===== config.mk =====
export PLATFORM = sky130hd
export DESIGN_NAME = approximate_radix4_booth_multiplier
export DESIGN_NICKNAME = d
export VERILOG_FILES = /design/src/arbm_pkg.sv /design/src/arbm_ppgen.sv /design/src/approximate_radix4_booth_multiplier.sv
export SDC_FILE = /design/constraint.sdc
export NUM_CORES = 1
export LEC_CHECK = 0
export ABC_AREA = 1
export ABC_CLOCK_PERIOD_IN_PS = 6730
export BUFFER_PORTS_ARGS = -buffer_cell sky130_fd_sc_hd__buf_4
export CAP_MARGIN = 20
export CORE_MARGIN = 2
export CORE_UTILIZATION = 40
export CTS_BUF_LIST = sky130_fd_sc_hd__clkbuf_16
export CTS_CLUSTER_DIAMETER = 40
export CTS_CLUSTER_SIZE = 30
export DETAILED_ROUTE_END_ITERATION = 6
export PLACE_DENSITY = 0.64
export SLEW_MARGIN = 5
export SYNTH_ARGS = -nofsm -noshare
export SYNTH_HDL_FRONTEND = slang
export SYNTH_SLANG_ARGS = --single-unit

===== constraint.sdc =====
create_clock -name clk -period 6.73 [get_ports clk]
set_clock_uncertainty 0.1 [all_clocks]
set_input_delay 1.0095 -clock clk [delete_from_list [all_inputs] [get_ports clk]]
set_output_delay 1.0095 -clock clk [all_outputs]
set_load 0.1 [all_outputs]

===== src/arbm_pkg.sv =====
`timescale 1ns / 1ps
// ----------------------------------------------------------------------------
// arbm_pkg
// Shared types, register indexes and Booth partial product helpers for the
// approximate radix-4 Booth multiplier.
// ----------------------------------------------------------------------------
package arbm_pkg;

  localparam int OP_W        = 16;
  localparam int PROD_W      = 32;
  localparam int NUM_DIGITS  = OP_W / 2;
  localparam int COL_W       = 5;
  localparam int IDX_W       = 2;
  localparam int CFG_DATA_W  = COL_W;
  localparam int SUM1_N      = NUM_DIGITS / 2;
  localparam int SUM2_N      = NUM_DIGITS / 4;

  // Register indexes on the write port
  localparam logic [IDX_W-1:0] REG_APPROX_COLUMNS = 2'd0;
  localparam logic [IDX_W-1:0] REG_VARIANT        = 2'd1;

  // Reset values of the configuration registers
  localparam logic [COL_W-1:0] APPROX_COLUMNS_RST = 5'd14;
  localparam logic             VARIANT_RST        = 1'b1;

  // Approximation variants
  localparam logic VARIANT_ZERO2  = 1'b0;
  localparam logic VARIANT_INVERT = 1'b1;

  typedef logic [PROD_W-1:0] word_t;
  typedef logic [NUM_DIGITS-1:0][PROD_W-1:0] pp_vec_t;
  typedef logic [SUM1_N-1:0][PROD_W-1:0] sum1_vec_t;
  typedef logic [SUM2_N-1:0][PROD_W-1:0] sum2_vec_t;

  typedef struct packed {
    logic [COL_W-1:0] approx_columns;
    logic             variant;
  } cfg_t;

  // Digit scale per Booth group code, exact and with two-times digits dropped
  localparam logic signed [2:0] EXACT_SCALE [8] = '{
    3'sd0, 3'sd1, 3'sd1, 3'sd2, -3'sd2, -3'sd1, -3'sd1, 3'sd0
  };
  localparam logic signed [2:0] ZERO2_SCALE [8] = '{
    3'sd0, 3'sd1, 3'sd1, 3'sd0, 3'sd0, -3'sd1, -3'sd1, 3'sd0
  };
  // Invert on the middle bit of the group, add one on its sign bit
  localparam logic INV_BIT [8] = '{1'b0, 1'b0, 1'b1, 1'b1, 1'b0, 1'b0, 1'b1, 1'b1};
  localparam logic ADD_BIT [8] = '{1'b0, 1'b0, 1'b0, 1'b0, 1'b1, 1'b1, 1'b1, 1'b1};

  // Scale a sign-extended multiplicand by a digit in -2..2
  function automatic word_t scale_word(input word_t yw, input logic signed [2:0] s);
    word_t r;
    begin
      case (s)
        3'sd1:   r = yw;
        -3'sd1:  r = -yw;
        3'sd2:   r = yw << 1;
        -3'sd2:  r = -(yw << 1);
        default: r = '0;
      endcase
      return r;
    end
  endfunction

  // Partial product of one digit, already weighted by its position
  function automatic word_t booth_pp(input logic [2:0] code, input word_t yw,
                                     input cfg_t cfg, input int pos);
    logic signed [COL_W+1:0] sh;
    word_t mask;
    word_t ex;
    word_t ap;
    word_t pp;
    begin
      sh = $signed({2'b00, cfg.approx_columns}) - (COL_W+2)'(2 * pos);
      mask = (sh <= 0) ? '1 : ('1 << sh[COL_W-1:0]);
      ex = scale_word(yw, EXACT_SCALE[code]);
      if (cfg.variant == VARIANT_ZERO2) begin
        ap = scale_word(yw, ZERO2_SCALE[code]);
      end else begin
        ap = (yw ^ {PROD_W{INV_BIT[code]}}) + word_t'(ADD_BIT[code]);
      end
      pp = (ex & mask) | (ap & ~mask);
      return pp << (2 * pos);
    end
  endfunction

endpackage


===== src/arbm_ppgen.sv =====
`timescale 1ns / 1ps
// ----------------------------------------------------------------------------
// arbm_ppgen
// Booth recoding and generation of the eight weighted partial products,
// exact above the column boundary and approximate below it.
// ----------------------------------------------------------------------------
module arbm_ppgen (
  input  logic [arbm_pkg::OP_W-1:0] x,
  input  logic [arbm_pkg::OP_W-1:0] y,
  input  arbm_pkg::cfg_t            cfg,
  output arbm_pkg::pp_vec_t         pp
);
  import arbm_pkg::*;

  logic [OP_W:0] ext;
  word_t         yw;

  // Append the implicit zero below bit 0 and sign-extend the multiplicand
  assign ext = {x, 1'b0};
  assign yw  = {{(PROD_W-OP_W){y[OP_W-1]}}, y};

  // Build one partial product per digit
  always_comb begin
    for (int i = 0; i < NUM_DIGITS; i++) begin
      pp[i] = booth_pp(ext[2*i +: 3], yw, cfg, i);
    end
  end

endmodule


===== src/approximate_radix4_booth_multiplier.sv =====
`timescale 1ns / 1ps
// ----------------------------------------------------------------------------
// approximate_radix4_booth_multiplier
// Signed 16 x 16 approximate radix-4 Booth multiplier, 32-bit wrapping
// product, four-stage pipeline.
//
//   channel  handshake        payload
//   -------  ---------------  -----------------------------
//   in       start, busy      multiplier, multiplicand
//   out      done             product
//   config   wr_en            wr_index, wr_data
//
// One beat is accepted every cycle; busy is always low. The product appears
// on done after the partial product stage and the three levels of the
// adder tree. Reset clears the valid bits and sets approx_columns to 14
// and variant to 1. The receiver cannot stall, so the pipeline never holds.
// ----------------------------------------------------------------------------
module approximate_radix4_booth_multiplier (
  input  logic                            clk,
  input  logic                            rst,
  input  logic                            start,
  output logic                            busy,
  input  logic signed [arbm_pkg::OP_W-1:0]   multiplier,
  input  logic signed [arbm_pkg::OP_W-1:0]   multiplicand,
  output logic                            done,
  output logic signed [arbm_pkg::PROD_W-1:0] product,
  input  logic                            wr_en,
  input  logic [arbm_pkg::IDX_W-1:0]      wr_index,
  input  logic [arbm_pkg::CFG_DATA_W-1:0] wr_data
);
  import arbm_pkg::*;

  cfg_t      cfg;
  pp_vec_t   pp_next;
  pp_vec_t   pp;
  sum1_vec_t sum1;
  sum2_vec_t sum2;
  logic      v1;
  logic      v2;
  logic      v3;

  assign busy = 1'b0;

  // Configuration registers
  always_ff @(posedge clk) begin
    if (rst) begin
      cfg.approx_columns <= APPROX_COLUMNS_RST;
      cfg.variant        <= VARIANT_RST;
    end else if (wr_en) begin
      if (wr_index == REG_APPROX_COLUMNS) begin
        cfg.approx_columns <= wr_data;
      end else if (wr_index == REG_VARIANT) begin
        cfg.variant <= wr_data[0];
      end
    end
  end

  arbm_ppgen u_ppgen (
    .x   (multiplier),
    .y   (multiplicand),
    .cfg (cfg),
    .pp  (pp_next)
  );

  // Advance the valid bits
  always_ff @(posedge clk) begin
    if (rst) begin
      v1   <= 1'b0;
      v2   <= 1'b0;
      v3   <= 1'b0;
      done <= 1'b0;
    end else begin
      v1   <= start && !busy;
      v2   <= v1;
      v3   <= v2;
      done <= v3;
    end
  end

  // Partial products, then a three-level adder tree
  always_ff @(posedge clk) begin
    pp <= pp_next;
    for (int i = 0; i < SUM1_N; i++) begin
      sum1[i] <= pp[2*i] + pp[2*i+1];
    end
    for (int i = 0; i < SUM2_N; i++) begin
      sum2[i] <= sum1[2*i] + sum1[2*i+1];
    end
    product <= sum2[0] + sum2[1];
  end

endmodule


==> run metrics <==
Post-Syn Area=34100 um^2; WS Path Type=reg -> reg; First-pass DRT Iterations=6; number of synthesized register bits=402; # nets final=5815; synth top area cells=dfxtp_1, nand2_1, ha_1; count of different cell masters after synthesis=60; adder-cell share of the synthesized area=0.0852; Sink Count=402; global-route wire length before repair=231 mm; dominant synthesized flop cell=dfxtp_1; Arr. time, crit path=4800 ps; status=complete, no violations; fill cell count=9197; post-layout util=0.445; Die X=296 um; Final WS setup=2280 ps; PD cells=408 nW/um^2; DP HPWL=123 mm; vias in the first global route=34800; clk_lat worst skew=630 ps; largest area contributor in the netlist=dfxtp_1; Die Y=296 um; clock buffer count from CTS=70; sequential cell area fraction in the yosys report=0.236; H-tree Lvls=3; maxcap violations=0; hold_buf cts=0; CP Launch Type=flip-flop; crit-path max FO=27; pre-CTS setup slack=2350 ps; final setup TNS=0 ps; Final GP Congestion=1.06; Clock Tree Root=clkbuf_16; Synth top area share=0.236; peak supply drop=0.000325 V; Worst-Margin Slew=1260 ps; clock transition at the registers of the reported paths=80 ps; Max Fclk=0.225 GHz; simple-gate area share of the yosys netlist=0.374; initial antenna violation count=7; initial detailed-routing violation count=4661; fin crit period=4450 ps; CTS tree=built; Slew HR=0.155; net count after synthesis=5822; final setup fails=0; gr ovfl total=0; R2R Setup Slk=2280 ps; postcts setup bufs=0; most frequent cell after synthesis=nand2_1; worst-case clock buffer depth=3; final wirelength=161 mm; element type at the critical path end=flip-flop; Final period util=0.661; Synth Area in Compound Gates=0.151; RSZ-0062 raised after global routing=false; EDFF count, synth=0; Cell Area, Placed=35200 um^2; mux share of post-synthesis cell area=0.00117; largest family of logic cells by synthesized area=simple AND/OR/NAND/NOR gates; Mapped Cells=5551; Core Region=84900 um^2; layout cell share with drive strength beyond 1=0.0675; largest net degree at the start of global routing=83; I/O pins=77; ys async rst share=0; Critical Path RT=7090 ps; Overall Global Routing Usage=0.358; Static Leakage=0.0190 uW; die area=87600 um^2; Buf+Inv Stages, Crit Path=3; final count of hold timing violations=0; Vias/cell=5.67; vias=38200; initial core utilization=0.402; Critical Path Max Stage Delay=800 ps; Hold WC Path Type=reg -> reg; Worst Setup SP=cfg[4]; Avg Inst Size Synth=6.14 um^2; Post-CTS Resized=0; kind of cell adding the most delay to the critical path=compound AO/OA/AOI/OAI gates; Routed WL per cell=23.8 um; synthesis-to-finish area growth=10.7%; Slowest cell on crit path=a31oi_1; yosys warns=0; most frequent cells after synthesis=nand2_1, inv_1, nor2_1; fin. max-slew vios=0; worst r2r src=cfg[4]; Min Hold Slack=217 ps; critical-path cell list=clkinv_1 -> buf_4 -> ha_1 -> a31oi_1 -> inv_1 -> a21oi_1 -> o21ai_0 -> o22ai_1; post-route ant nets=0; # rows=107; DRC=0; final instance area=37700 um^2; Port Buffers=75; xor/xnor share of the synthesized area=0.0602; start point of the worst hold path=pp[137]
-- cell type report --
class / count / area, um^2 / share of cell area
sequential: 402 / 8050 / 0.213
clock buffer: 71 / 1780 / 0.0471
multi-input combinational: 4421 / 22900 / 0.608
timing repair buffer: 101 / 758 / 0.0201
clock inverter: 59 / 718 / 0.0190
inverter: 548 / 2070 / 0.0548
tap: 1144 / 1430 / 0.0379
antenna: 1 / 2.50 / 0.0000663
-- power breakdown --
part | switching [uW] | internal [uW]
sequential | 451 | 3260
clock | 1420 | 2310
combinational | 5600 | 2360
-- metrics by stage --
| step | total power, uW | instances |
|---|---|---|
| 3_5_place_dp | 11600 | 6616 |
| 4_1_cts | 15300 | 6746 |
| 2_1_floorplan | 9030 | 5551 |
| 5_1_grt | 16400 | 6746 |
| 3_3_place_gp | 11600 | 6616 |
| 6_report | 15400 | 6747 |
-- worst register-to-register path, cell delays in order, from the launching register on --
cell and delay [ps]:
dfxtp_1 780, clkinv_1 260, buf_4 310, ha_1 470, a31oi_1 800, inv_1 380
a21oi_1 480, o21ai_0 160, o22ai_1 530
-- metal layers --
layer / global-route usage / share of wire / vias up
met3: 0.0783 / 0.11 / 390
met4: 0.152 / 0.049 / 4
met5: 0 / 0.00014 / -
met2: 0.535 / 0.41 / 2191
li1: - / - / 18100
met1: 0.494 / 0.43 / 17600
-- state kept, by name, indices dropped and copies added (netlist names) --
| register | cells |
|---|---|
| done | 1 |
| sum2 | 56 |
| v1 | 1 |
| pp | 200 |
| product | 32 |
| v2 | 1 |
| cfg | 6 |
| v3 | 1 |
| sum1 | 104 |
-- layout by cell type, fill, tap and decap left out, types with 6 or more instances in the layout --
cell type,synthesis,layout
nor3_1,57,57
fa_1,7,7
nand2_1,1975,1975
o31ai_1,7,7
o21bai_1,46,46
nand4_1,72,72
clkinv_1,22,29
xor2_1,145,145
inv_1,487,493
clkbuf_16,0,71
a21o_1,22,22
inv_2,36,35
nor2_2,29,29
a31oi_1,15,14
a21boi_0,11,11
o21ai_1,23,23
a221oi_1,6,6
a211oi_1,6,6
o221ai_1,6,6
o21ai_0,314,314
nor2_4,15,15
bufinv_16,0,8
dfxtp_1,402,401
nor2_1,437,437
nor4_1,6,6
nand3b_1,43,43
nand3_1,353,353
o22ai_1,148,148
o211ai_1,17,17
inv_6,1,15
buf_4,33,101
xnor2_1,77,77
nand3_2,16,16
nand2_2,32,32
ha_1,221,221
a21oi_1,273,273
-- kinds of logic (layout without fill, tap and decap cells) --
kind of cell    after synthesis  count (layout)
fa+ha+maj                   228             228
mux                           4               4
compound gates              911             911
simple gates               3049            3049
other cells                   1               2
xor+xnor                    228             228
buf+inv                     728             779
flops                       402             402
-- worst paths after layout --
check                           cells past startpoint       end
worst max-delay path                                8   pp[137]
worst max register to register                      8   pp[137]
worst min-delay path                                0  sum1[73]
worst min register to register                      0  sum1[73]
Power figures use the tool's default switching activity.
